File: config.mk
export PLATFORM = sky130hd
export DESIGN_NAME = double_ended_queue_core
export DESIGN_NICKNAME = d
export VERILOG_FILES = /design/src/rtl/deq_pkg.sv /design/src/rtl/deq_ram.sv /design/src/rtl/deq_ctrl.sv /design/src/rtl/deq_dpath.sv /design/src/rtl/double_ended_queue_core.sv
export SDC_FILE = /design/constraint.sdc
export NUM_CORES = 1
export LEC_CHECK = 0
export CAP_MARGIN = 20
export CORE_MARGIN = 2
export CORE_UTILIZATION = 63
export CTS_CLUSTER_SIZE = 30
export DETAILED_ROUTE_END_ITERATION = 6
export DONT_BUFFER_PORTS = 1
export GPL_TIMING_DRIVEN = 1
export PLACE_DENSITY = 0.79
export SETUP_SLACK_MARGIN = 0.5
export SLEW_MARGIN = 20
export SYNTH_ARGS = -nofsm -noshare
export SYNTH_HDL_FRONTEND = slang
export SYNTH_SLANG_ARGS = --single-unit
File: constraint.sdc
create_clock -name clock -period 4.7 [get_ports clock]
set_input_delay 0.47 -clock clock [delete_from_list [all_inputs] [get_ports clock]]
set_output_delay 0.47 -clock clock [all_outputs]
set_load 0.03 [all_outputs]
File: src/rtl/deq_pkg.sv
// Shared types, sizes and ring arithmetic for the double-ended queue core.
// No dependencies; every other file but deq_ram refers to it by scoped names.
package deq_pkg;

   localparam int DEPTH  = 16;
   localparam int ADDR_W = $clog2(DEPTH);
   localparam int CNT_W  = $clog2(DEPTH + 1);
   localparam int OCC_W  = 7;
   localparam int DATA_W = 32;

   typedef logic [ADDR_W-1:0]        addr_type;
   typedef logic [CNT_W-1:0]         cnt_type;
   typedef logic [CNT_W:0]           sum_type;
   typedef logic [OCC_W-1:0]         occ_type;
   typedef logic signed [DATA_W-1:0] data_type;

   typedef enum logic [2:0] {
      ACT_PUSH_FRONT = 3'd0,
      ACT_PUSH_BACK  = 3'd1,
      ACT_POP_FRONT  = 3'd2,
      ACT_POP_BACK   = 3'd3,
      ACT_DUMP       = 3'd4
   } action_type;

   typedef enum logic [1:0] {
      ST_OK    = 2'd0,
      ST_EMPTY = 2'd1,
      ST_FULL  = 2'd2
   } status_type;

   typedef enum logic [1:0] {
      S_IDLE,
      S_POP,
      S_DUMP
   } state_type;

   // controller -> datapath
   typedef struct packed {
      logic       push_front;
      logic       push_back;
      logic       pop_front;
      logic       pop_back;
      logic       dump_first;
      logic       dump_next;
      logic       rsp_load;
      logic       rsp_from_mem;
      status_type rsp_status;
      logic       rsp_last;
   } cmd_type;

   // datapath -> controller
   typedef struct packed {
      logic empty;
      logic full;
      logic dump_last;
   } sts_type;

   // (pos + off) mod DEPTH, with pos < DEPTH and off <= DEPTH
   function automatic addr_type ring_add(input addr_type pos, input cnt_type off);
      sum_type sum;
      sum = sum_type'(pos) + sum_type'(off);
      if (sum >= sum_type'(DEPTH)) begin
         sum = sum - sum_type'(DEPTH);
      end
      return addr_type'(sum);
   endfunction

   function automatic addr_type ring_dec(input addr_type pos);
      if (pos == addr_type'(0)) begin
         return addr_type'(DEPTH - 1);
      end
      return pos - addr_type'(1);
   endfunction

endpackage

File: src/rtl/deq_ram.sv
// Generic simple dual-port RAM: one write port, one read port, registered read.
// No dependencies.
module deq_ram #(
   parameter int WIDTH = 32,
   parameter int DEPTH = 16
) (
   input  logic                                  clock,
   input  logic                                  we,
   input  logic [((DEPTH > 1) ? $clog2(DEPTH) : 1)-1:0] waddr,
   input  logic [WIDTH-1:0]                      wdata,
   input  logic                                  re,
   input  logic [((DEPTH > 1) ? $clog2(DEPTH) : 1)-1:0] raddr,
   output logic [WIDTH-1:0]                      rdata
);

   logic [WIDTH-1:0] mem_ff [DEPTH];
   logic [WIDTH-1:0] rdata_ff;

   always_ff @(posedge clock) begin
      if (we) begin
         mem_ff[waddr] <= wdata;
      end
      if (re) begin
         rdata_ff <= mem_ff[raddr];
      end
   end

   assign rdata = rdata_ff;

endmodule

File: src/rtl/deq_ctrl.sv
// Request sequencer for the double-ended queue: decodes the action and walks pops/dumps.
// Depends on deq_pkg.
module deq_ctrl (
   input  logic             clock,
   input  logic             reset,
   input  logic             start,
   input  logic [2:0]       req_action,
   input  deq_pkg::sts_type sts,
   output deq_pkg::cmd_type cmd,
   output logic             busy
);

   deq_pkg::state_type state_ff, state_in;

   always_ff @(posedge clock) begin
      if (reset) begin
         state_ff <= deq_pkg::S_IDLE;
      end else begin
         state_ff <= state_in;
      end
   end

   always_comb begin
      deq_pkg::action_type act;
      act      = deq_pkg::action_type'(req_action);
      state_in = state_ff;
      cmd      = '0;
      cmd.rsp_status = deq_pkg::ST_OK;
      busy     = 1'b1;
      unique case (state_ff)
         deq_pkg::S_IDLE: begin
            busy = 1'b0;
            if (start) begin
               unique case (act) inside
                  deq_pkg::ACT_PUSH_FRONT, deq_pkg::ACT_PUSH_BACK: begin
                     cmd.rsp_load = 1'b1;
                     cmd.rsp_last = 1'b1;
                     if (sts.full) begin
                        cmd.rsp_status = deq_pkg::ST_FULL;
                     end else begin
                        cmd.push_front = (act == deq_pkg::ACT_PUSH_FRONT);
                        cmd.push_back  = (act == deq_pkg::ACT_PUSH_BACK);
                     end
                  end
                  deq_pkg::ACT_POP_FRONT, deq_pkg::ACT_POP_BACK: begin
                     if (sts.empty) begin
                        cmd.rsp_load   = 1'b1;
                        cmd.rsp_last   = 1'b1;
                        cmd.rsp_status = deq_pkg::ST_EMPTY;
                     end else begin
                        cmd.pop_front = (act == deq_pkg::ACT_POP_FRONT);
                        cmd.pop_back  = (act == deq_pkg::ACT_POP_BACK);
                        state_in      = deq_pkg::S_POP;
                     end
                  end
                  deq_pkg::ACT_DUMP: begin
                     if (sts.empty) begin
                        cmd.rsp_load   = 1'b1;
                        cmd.rsp_last   = 1'b1;
                        cmd.rsp_status = deq_pkg::ST_EMPTY;
                     end else begin
                        cmd.dump_first = 1'b1;
                        state_in       = deq_pkg::S_DUMP;
                     end
                  end
                  default: begin
                     // unknown action: a single empty-handed ok beat
                     cmd.rsp_load = 1'b1;
                     cmd.rsp_last = 1'b1;
                  end
               endcase
            end
         end
         deq_pkg::S_POP: begin
            cmd.rsp_load     = 1'b1;
            cmd.rsp_from_mem = 1'b1;
            cmd.rsp_last     = 1'b1;
            state_in         = deq_pkg::S_IDLE;
         end
         deq_pkg::S_DUMP: begin
            cmd.rsp_load     = 1'b1;
            cmd.rsp_from_mem = 1'b1;
            cmd.rsp_last     = sts.dump_last;
            if (sts.dump_last) begin
               state_in = deq_pkg::S_IDLE;
            end else begin
               cmd.dump_next = 1'b1;
            end
         end
         default: begin
            state_in = deq_pkg::S_IDLE;
         end
      endcase
   end

endmodule

File: src/rtl/deq_dpath.sv
// Datapath of the double-ended queue: ring pointers, count, value RAM, result registers.
// Depends on deq_pkg and deq_ram.
module deq_dpath (
   input  logic                   clock,
   input  logic                   reset,
   input  deq_pkg::cmd_type       cmd,
   input  deq_pkg::data_type      req_value,
   output deq_pkg::sts_type       sts,
   output logic                   rsp_valid,
   output logic [1:0]             rsp_status,
   output logic signed [31:0]     rsp_item,
   output logic                   rsp_last,
   output logic [6:0]             rsp_occupancy
);

   deq_pkg::addr_type front_ff, front_in;
   deq_pkg::cnt_type  count_ff, count_in;
   deq_pkg::addr_type dptr_ff, dptr_in;
   deq_pkg::cnt_type  idx_ff, idx_in;

   logic                          rsp_valid_ff;
   deq_pkg::status_type           rsp_status_ff;
   deq_pkg::data_type             rsp_item_ff;
   logic                          rsp_last_ff;
   deq_pkg::occ_type              rsp_occ_ff;

   logic                          ram_we, ram_re;
   deq_pkg::addr_type             ram_waddr, ram_raddr;
   logic [deq_pkg::DATA_W-1:0]    ram_rdata;

   always_comb begin
      front_in  = front_ff;
      count_in  = count_ff;
      dptr_in   = dptr_ff;
      idx_in    = idx_ff;
      ram_we    = cmd.push_front | cmd.push_back;
      ram_re    = cmd.pop_front | cmd.pop_back | cmd.dump_first | cmd.dump_next;
      ram_waddr = deq_pkg::ring_add(front_ff, count_ff);
      ram_raddr = front_ff;

      if (cmd.push_front) begin
         ram_waddr = deq_pkg::ring_dec(front_ff);
         front_in  = ram_waddr;
      end
      if (cmd.push_front || cmd.push_back) begin
         count_in = count_ff + deq_pkg::cnt_type'(1);
      end
      if (cmd.pop_front) begin
         front_in = deq_pkg::ring_add(front_ff, deq_pkg::cnt_type'(1));
      end
      if (cmd.pop_back) begin
         ram_raddr = deq_pkg::ring_add(front_ff, count_ff - deq_pkg::cnt_type'(1));
      end
      if (cmd.pop_front || cmd.pop_back) begin
         count_in = count_ff - deq_pkg::cnt_type'(1);
      end
      if (cmd.dump_first) begin
         dptr_in = front_ff;
         idx_in  = '0;
      end
      if (cmd.dump_next) begin
         ram_raddr = deq_pkg::ring_add(dptr_ff, deq_pkg::cnt_type'(1));
         dptr_in   = ram_raddr;
         idx_in    = idx_ff + deq_pkg::cnt_type'(1);
      end
   end

   always_ff @(posedge clock) begin
      if (reset) begin
         front_ff     <= '0;
         count_ff     <= '0;
         rsp_valid_ff <= 1'b0;
      end else begin
         front_ff     <= front_in;
         count_ff     <= count_in;
         rsp_valid_ff <= cmd.rsp_load;
      end
   end

   always_ff @(posedge clock) begin
      dptr_ff <= dptr_in;
      idx_ff  <= idx_in;
      if (cmd.rsp_load) begin
         rsp_status_ff <= cmd.rsp_status;
         rsp_item_ff   <= cmd.rsp_from_mem ? deq_pkg::data_type'(ram_rdata) : '0;
         rsp_last_ff   <= cmd.rsp_last;
         rsp_occ_ff    <= deq_pkg::occ_type'(count_in);
      end
   end

   deq_ram #(
      .WIDTH (deq_pkg::DATA_W),
      .DEPTH (deq_pkg::DEPTH)
   ) u_store (
      .clock (clock),
      .we    (ram_we),
      .waddr (ram_waddr),
      .wdata (req_value),
      .re    (ram_re),
      .raddr (ram_raddr),
      .rdata (ram_rdata)
   );

   assign sts.empty     = (count_ff == '0);
   assign sts.full      = (count_ff == deq_pkg::cnt_type'(deq_pkg::DEPTH));
   assign sts.dump_last = (idx_ff == count_ff - deq_pkg::cnt_type'(1));

   assign rsp_valid     = rsp_valid_ff;
   assign rsp_status    = rsp_status_ff;
   assign rsp_item      = rsp_item_ff;
   assign rsp_last      = rsp_last_ff;
   assign rsp_occupancy = rsp_occ_ff;

   a_count_bound: assert property (@(posedge clock) disable iff (reset)
      count_ff <= deq_pkg::cnt_type'(deq_pkg::DEPTH))
      else $error("stored count beyond depth");

   a_front_bound: assert property (@(posedge clock) disable iff (reset)
      front_ff < deq_pkg::addr_type'(deq_pkg::DEPTH - 1) ||
      front_ff == deq_pkg::addr_type'(deq_pkg::DEPTH - 1))
      else $error("front pointer off the ring");

   a_no_push_full: assert property (@(posedge clock) disable iff (reset)
      (cmd.push_front || cmd.push_back) |-> !sts.full)
      else $error("write issued into a full queue");

   a_no_read_empty: assert property (@(posedge clock) disable iff (reset)
      (cmd.pop_front || cmd.pop_back || cmd.dump_first) |-> !sts.empty)
      else $error("read issued on an empty queue");

   a_dump_continues: assert property (@(posedge clock) disable iff (reset)
      (rsp_valid_ff && !rsp_last_ff) |=> rsp_valid_ff)
      else $error("dump beat sequence broken before its last beat");

endmodule

File: src/rtl/double_ended_queue_core.sv
// Top level of the double-ended queue core: ties the sequencer to the datapath.
// Depends on deq_pkg, deq_ctrl, deq_dpath (and through it deq_ram).
//
//   channel   ports                                    handshake
//   request   req_action, req_value                    start & !busy
//   result    rsp_status, rsp_item, rsp_last,           rsp_valid, one cycle
//             rsp_occupancy
//
// Push, full/empty rejects and unknown actions are decided in the idle state, result the next cycle.
// Pops pass through S_POP; the value RAM read is registered, then the result register.
// A dump starts in the idle state, then S_DUMP gives one beat per stored value, one beat per RAM read.
// Reset clears the front pointer, count and rsp_valid; the dump pointer and the value RAM are never cleared.
// Results cannot be held off, so nothing in the core waits on the receiver.
module double_ended_queue_core (
   input  logic               clock,
   input  logic               reset,
   input  logic               start,
   output logic               busy,
   input  logic [2:0]         req_action,
   input  logic signed [31:0] req_value,
   output logic               rsp_valid,
   output logic [1:0]         rsp_status,
   output logic signed [31:0] rsp_item,
   output logic               rsp_last,
   output logic [6:0]         rsp_occupancy
);

   deq_pkg::cmd_type cmd;
   deq_pkg::sts_type sts;

   deq_ctrl u_ctrl (
      .clock      (clock),
      .reset      (reset),
      .start      (start),
      .req_action (req_action),
      .sts        (sts),
      .cmd        (cmd),
      .busy       (busy)
   );

   deq_dpath u_dpath (
      .clock         (clock),
      .reset         (reset),
      .cmd           (cmd),
      .req_value     (req_value),
      .sts           (sts),
      .rsp_valid     (rsp_valid),
      .rsp_status    (rsp_status),
      .rsp_item      (rsp_item),
      .rsp_last      (rsp_last),
      .rsp_occupancy (rsp_occupancy)
   );

endmodule

# After elaboration in Yosys (flattened, before gate mapping)
# Memory sizes are Yosys's and may differ from the RTL's. A register that Yosys moved wholly into a read port is not among the register bits.
# Index checks and enable logic that the tools add are counted.
# word_totals
register_bits	61
latchBits	0
ramBits	512
mem_bits_ro	0
in_bits	38
out_inout_bits	44
elab_cells	107
n_memories	1
# memory_table
name	words	word_bits	read_ports	rd_clocked_by_memory_dff	write_ports	line	source
u_dpath.u_store.mem_ff	16	32	1	1	1	deq_ram.sv:16	logic [WIDTH-1:0] mem_ff [DEPTH];
# op_classes
addsub	12
multipliers	0
n_div	0
order_cmp	4
n_eq_ne	13
shifts	0
mux	49
n_bitwise	4
n_reduce_logical	14
# ops
cell	n
$mux W4	13
$mux W5	6
$mux W2	10
$sub A4 B1 Y4 const B	5
$mux W1	15
$add A4 B5 Y6	2
$ge A6 B5 Y1 const B	2
$pmux W2 S2	3
$add A4 B1 Y5 const B	2
$add A5 B1 Y5 const B	2
$ge A5 B5 Y1 const B	2
$eq A3 B2 Y1 const B	2
$ne A3 B3 Y1 const B	2
$reduce_or A2 Y1	3
$eq A5 B5 Y1	1
$eq A5 B5 Y1 const B	1
$logic_not A5 Y1	1
$reduce_and A5 Y1	1
$sub A5 B1 Y5 const B	1
$logic_not A4 Y1	1
$or A1 B1 Y1	4
$reduce_bool A2 Y1	2
$eq A3 B1 Y1 const B	1
$eq A3 B3 Y1 const B	1
other kinds (12)	13

# Depth between registers and ports, before layout
# logic_depth
depth_word	9
depth_mapped	14

# Modules after synthesis
# From an unflattened synthesis, not the netlist that was laid out.
# hier_totals
hier_cells	1129
area_unflattened_um2	23482.5
# by_module_without_submodules
module	instances	cells_per_inst	area_each_um2	seq_area_each_um2
deq_ram	1	838	20155.6	16335.7
deq_dpath	1	251	2992.9	1671.6
deq_ctrl	1	40	334.1	40.0

# Worst setup path before layout
# Ideal clock, no wire load.
# synth_path
kind	flip-flop to flip-flop
startpoint	register u_dpath.count_ff[0]
endpoint	register u_dpath.u_store.rdata_ff[0], in the netlist u_dpath.u_store.rdata[0], read port of u_dpath.u_store.mem_ff (enable)
t_arrival_ns	3.134
required_ns	4.217
path_slack_ns	1.083
path_stages_with_launch	9
path_cell_list	dfxtp_1 > inv_1 > ha_1 > xor2_1 > xor2_1 > o41ai_4 > clkbuf_1 > o21ai_0 > nand2b_1
# synth_via
elab_chain_len	8
# synth_lines
element	line	source
start, declared	deq_dpath.sv:17	deq_pkg::cnt_type count_ff, count_in;
start signal, assigned	deq_dpath.sv:75	count_ff <= count_in;
parallel branches: the longest is 7 deep, another holds $sub A5 B1 Y5	n/a	
$or A1 B1 Y1 *	deq_dpath.sv:37	ram_re = cmd.pop_front | cmd.pop_back | cmd.dump_first | cmd.dump_next;
via u_dpath.ram_re	deq_dpath.sv:27	logic ram_we, ram_re;
end, declared	deq_ram.sv:17	logic [WIDTH-1:0] rdata_ff;
# Mark *: on every way through the listed nets, which the timed path passes.
# A chain may end at the register's enable or synchronous reset.

# Worst setup path after layout
# layout_path
startpoint	register u_dpath.count_ff[0]
endpoint	register u_dpath.u_store.rdata_ff[29], in the netlist u_dpath.u_store.rdata[29], read port of u_dpath.u_store.mem_ff, data pin
# layout_via
elab_chain_len	8
# layout_lines
element
parallel branches: the longest is 8 deep, another holds $add A4 B5 Y6
# Parallel ways; which one is timed is not known.

==> impl_metrics.json <==
{
  "path_clk_slew_ns": 0.06,
  "reg2regPathDepth": 13,
  "place.gp.congestion": 0.8360,
  "synth_area_per_cell_sq_um": 14.71,
  "vias_per_cell": 6.495,
  "fin_nets": 1724,
  "max-slew-margin-rel_pct": 40.27,
  "dieHeight_microns": 199.2,
  "r2r-end": "u_dpath.u_store.rdata[29]$_DFFE_PP_",
  "htree_num_levels": 2,
  "max_freq_mhz": 253.1,
  "drtIter0Drc": 1732,
  "synth_seq_cells": 605,
  "ir_drop_mv": 0.3814,
  "drt_pass1_iterations": 5,
  "worstSetupEndpointType": "flip-flop",
  "grt_pass1_vias": 14150,
  "dp_hpwl_mm": 28.56,
  "fin_ws_ns": 0.7497,
  "numClockSinks": 605,
  "placed_area_sq_um": 24930,
  "switching_share_pct": 25.02,
  "pwr-share-seq_pct": 53.1,
  "critical_path_required_ns": 5.17,
  "fin_setup_tns_ns": 0,
  "pre_cts_ws_ns": 0.7191,
  "track_usage_pct": 28.08,
  "drive_gt1_share_pct": 9.271,
  "totalPowerFinal_mw": 12.31,
  "overflow": 0,
  "min_from": "req_action[0]",
  "holdPathEnd": "u_dpath.front_ff[0]$_SDFFE_PP0P_",
  "cts_tree": "yes",
  "cp_data_arrival_time_ns": 4.42,
  "holdCritPathClass": "primary input to flip-flop",
  "synth_top_area_share_pct": 74.15,
  "min_path_cells": 2,
  "slowest_delay_ns": 0.77,
  "crit_chain": "inv_1, ha_1, inv_1, ha_1, a21o_1, a21oi_1, xnor2_1, nor2_1, xnor2_1, a32o_2, buf_4, a32oi_1, nand3_1",
  "clockBufferDepth": 3,
  "cts_made_buffers": 57,
  "dieArea_sq_um": 39700,
  "ios": 82,
  "finalNonFillerCells": 2228,
  "clock_latency_ns": 0.62,
  "via_count": 14470,
  "synth_edf_count": 593,
  "synth_most_common_cell": "edfxtp_1",
  "whs_ns": 0.07667,
  "finalSetupViolations": 0,
  "synth.top_cells.by_count": "593 x edfxtp_1, 282 x nand2_1, 210 x a21oi_1",
  "synth_top_area_cell": "edfxtp_1",
  "grt_start_max_net_pins": 138,
  "r2r_start": "u_dpath.count_ff[0]$_SDFF_PP0_",
  "skew_ns": 0.02178,
  "initial_core_util_pct": 63.91,
  "io_buffers": 0,
  "ys.flop_type": "edfxtp_1",
  "p_int_mw": 9.232,
  "max_cap_violations": 0,
  "tightest_slew_ns": 0.8959,
  "fin_crit_sh_pct": 84.05,
  "grt_pass1_wl_mm": 82.48,
  "outcome": "completed",
  "syn-cell-area_sq_um": 24020,
  "finalWirelength_mm": 55.17,
  "drc": 0,
  "synthCells": 1633,
  "wl_per_cell_microns": 24.76,
  "crit_type": "flip-flop to flip-flop",
  "coreArea_sq_um": 37580,
  "post-route-min-period_ns": 3.950,
  "final_util_pct": 72.33,
  "antenna_left": 0,
  "synth.distinct_cells": 47,
  "slew_viol_final": 0,
  "power_switching_mw": 3.080,
  "antenna_found_initial": 1,
  "hold_viol_final": 0,
  "num_rows": 71,
  "rsz0062_at_grt": "false",
  "fillers": 2301,
  "area_growth_pct": 13.18,
  "fin_area_sq_um": 27180,
  "root_buffer": "clkbuf_16",
  "die_w_microns": 199.2,
  "ys_seq_area_share_pct": 75.15,
  "async_flop_share_pct": 0,
  "reg2reg_setup_slack_ns": 0.75,
  "pwr-share-clk_pct": 37.2,
  "ys_top_cells_by_area": "edfxtp_1 74%, nand2_1 4.4%, a21oi_1 4.4%, mux2i_1 3.0%, a221o_1 2.7%",
  "ys.warnings.count": 0,
  "leakage_nw": 8.709,
  "critPathMaxFanout": 18,
  "power_frac_comb_pct": 9.7,
  "critPathLaunchType": "flip-flop",
  "critPathSlowestCell": "a32o_2",
  "place_inst": 2081,
  "power.density_nw_per_um2": 453.0
}
cell type report:
class / count / area [sq um] / area share (%)
Sequential cell: 605 / 18050 / 66.40
Multi-Input combinational cell: 908 / 5682 / 20.90
Clock buffer: 71 / 1489 / 5.478
Timing Repair Buffer: 78 / 868.3 / 3.195
Tap cell: 511 / 639.4 / 2.352
Clock inverter: 36 / 385.4 / 1.418
Inverter: 17 / 63.81 / 0.2348
Antenna cell: 2 / 5.005 / 0.01841
cell families (layout without fill, tap and decap cells):
kind of cell	after synthesis	in the layout	share of synthesized area, %
DFF	605	605	75.15
other	1	4	0.01561
AOI/OAI and AO/OA	366	366	10.13
and+or+nand+nor	419	419	7.341
xor gates and xnor gates	24	24	0.9326
buffers and inverters	122	202	2.147
muxes	77	78	3.235
adders and majority gates	19	19	1.052
power by group through the flow:
stage / clock network [mW] / logic [mW] / registers, mW
after floorplan: 0 / 0.765 / 6.62
after global routing: 4.84 / 1.32 / 6.55
final: 4.58 / 1.20 / 6.53
after detailed placement: 0 / 1.10 / 6.65
after global placement: 0 / 1.06 / 6.65
after CTS: 4.63 / 1.19 / 6.54
routing by layer:
layer / wire, microns / global-route usage (%)
met1: 21300 / 39.65
met2: 26480 / 44.51
met3: 5534 / 5.114
met4: 1847 / 10.03
met5: 0 / 0
worst max path at each step:
stage,from,to,cells after the start
after global routing,u_dpath.count_ff[0]$_SDFF_PP0_,u_dpath.u_store.rdata[29]$_DFFE_PP_,13
final,u_dpath.count_ff[0]$_SDFF_PP0_,u_dpath.u_store.rdata[29]$_DFFE_PP_,13
after global placement,u_dpath.count_ff[0]$_SDFF_PP0_,u_dpath.u_store.rdata[18]$_DFFE_PP_,10
after CTS,u_dpath.count_ff[0]$_SDFF_PP0_,u_dpath.u_store.rdata[23]$_DFFE_PP_,11
after detailed placement,u_dpath.count_ff[0]$_SDFF_PP0_,u_dpath.u_store.rdata[18]$_DFFE_PP_,10
after floorplan,u_dpath.count_ff[0]$_SDFF_PP0_,u_dpath.u_store.rdata[0]$_DFFE_PP_,8
registers in the layout, indices dropped and copies added, names as in the netlist:
register / count
u_dpath.rsp_occupancy: 5
u_dpath.front_ff: 4
u_dpath.count_ff: 5
u_dpath.rsp_last: 1
u_dpath.idx_ff: 5
u_ctrl.state_ff: 2
u_dpath.u_store.mem_ff: 512
u_dpath.rsp_item: 32
u_dpath.u_store.rdata: 32
u_dpath.rsp_valid: 1
u_dpath.dptr_ff: 4
u_dpath.rsp_status: 2
critical path, delay by kind of cell (launching register included):
| kind | cells | cell delay (ns) |
|---|---|---|
| AOI/OAI and AO/OA | 4 | 1.29 |
| xor gates and xnor gates | 2 | 0.63 |
| adders and majority gates | 2 | 0.68 |
| buffers and inverters | 3 | 0.54 |
| DFF | 1 | 0.46 |
| and+or+nand+nor | 2 | 0.19 |
placed cells by master, fill, tap and decap left out, drive strengths merged, types with 4 or more instances in the layout:
cell type,netlist,routed
and2,34,34
buf,48,45
mux2i,72,72
a21oi,210,210
inv,17,18
nand2,282,282
bufinv,0,7
clkinv,0,26
xor2,11,11
a21o,4,4
edfxtp,593,593
a32oi,33,33
dfxtp,12,12
a22oi,33,33
a221o,64,64
nor3,7,7
nor2b,6,6
mux2,5,6
nand3,38,38
clkbuf,57,71
dlygate4sd3,0,33
xnor2,12,12
nor2,44,44
ha,17,17
o21ai,9,9
what timing repair did:
item / CTS / global route
resized for setup: 0 / 0
endpoints found under the hold margin: 524 / 0
setup buffers: 0 / 4
setup endpoints to repair: 0 / 18
hold buffers: 33 / 0
Power figures use the tool's default switching activity.
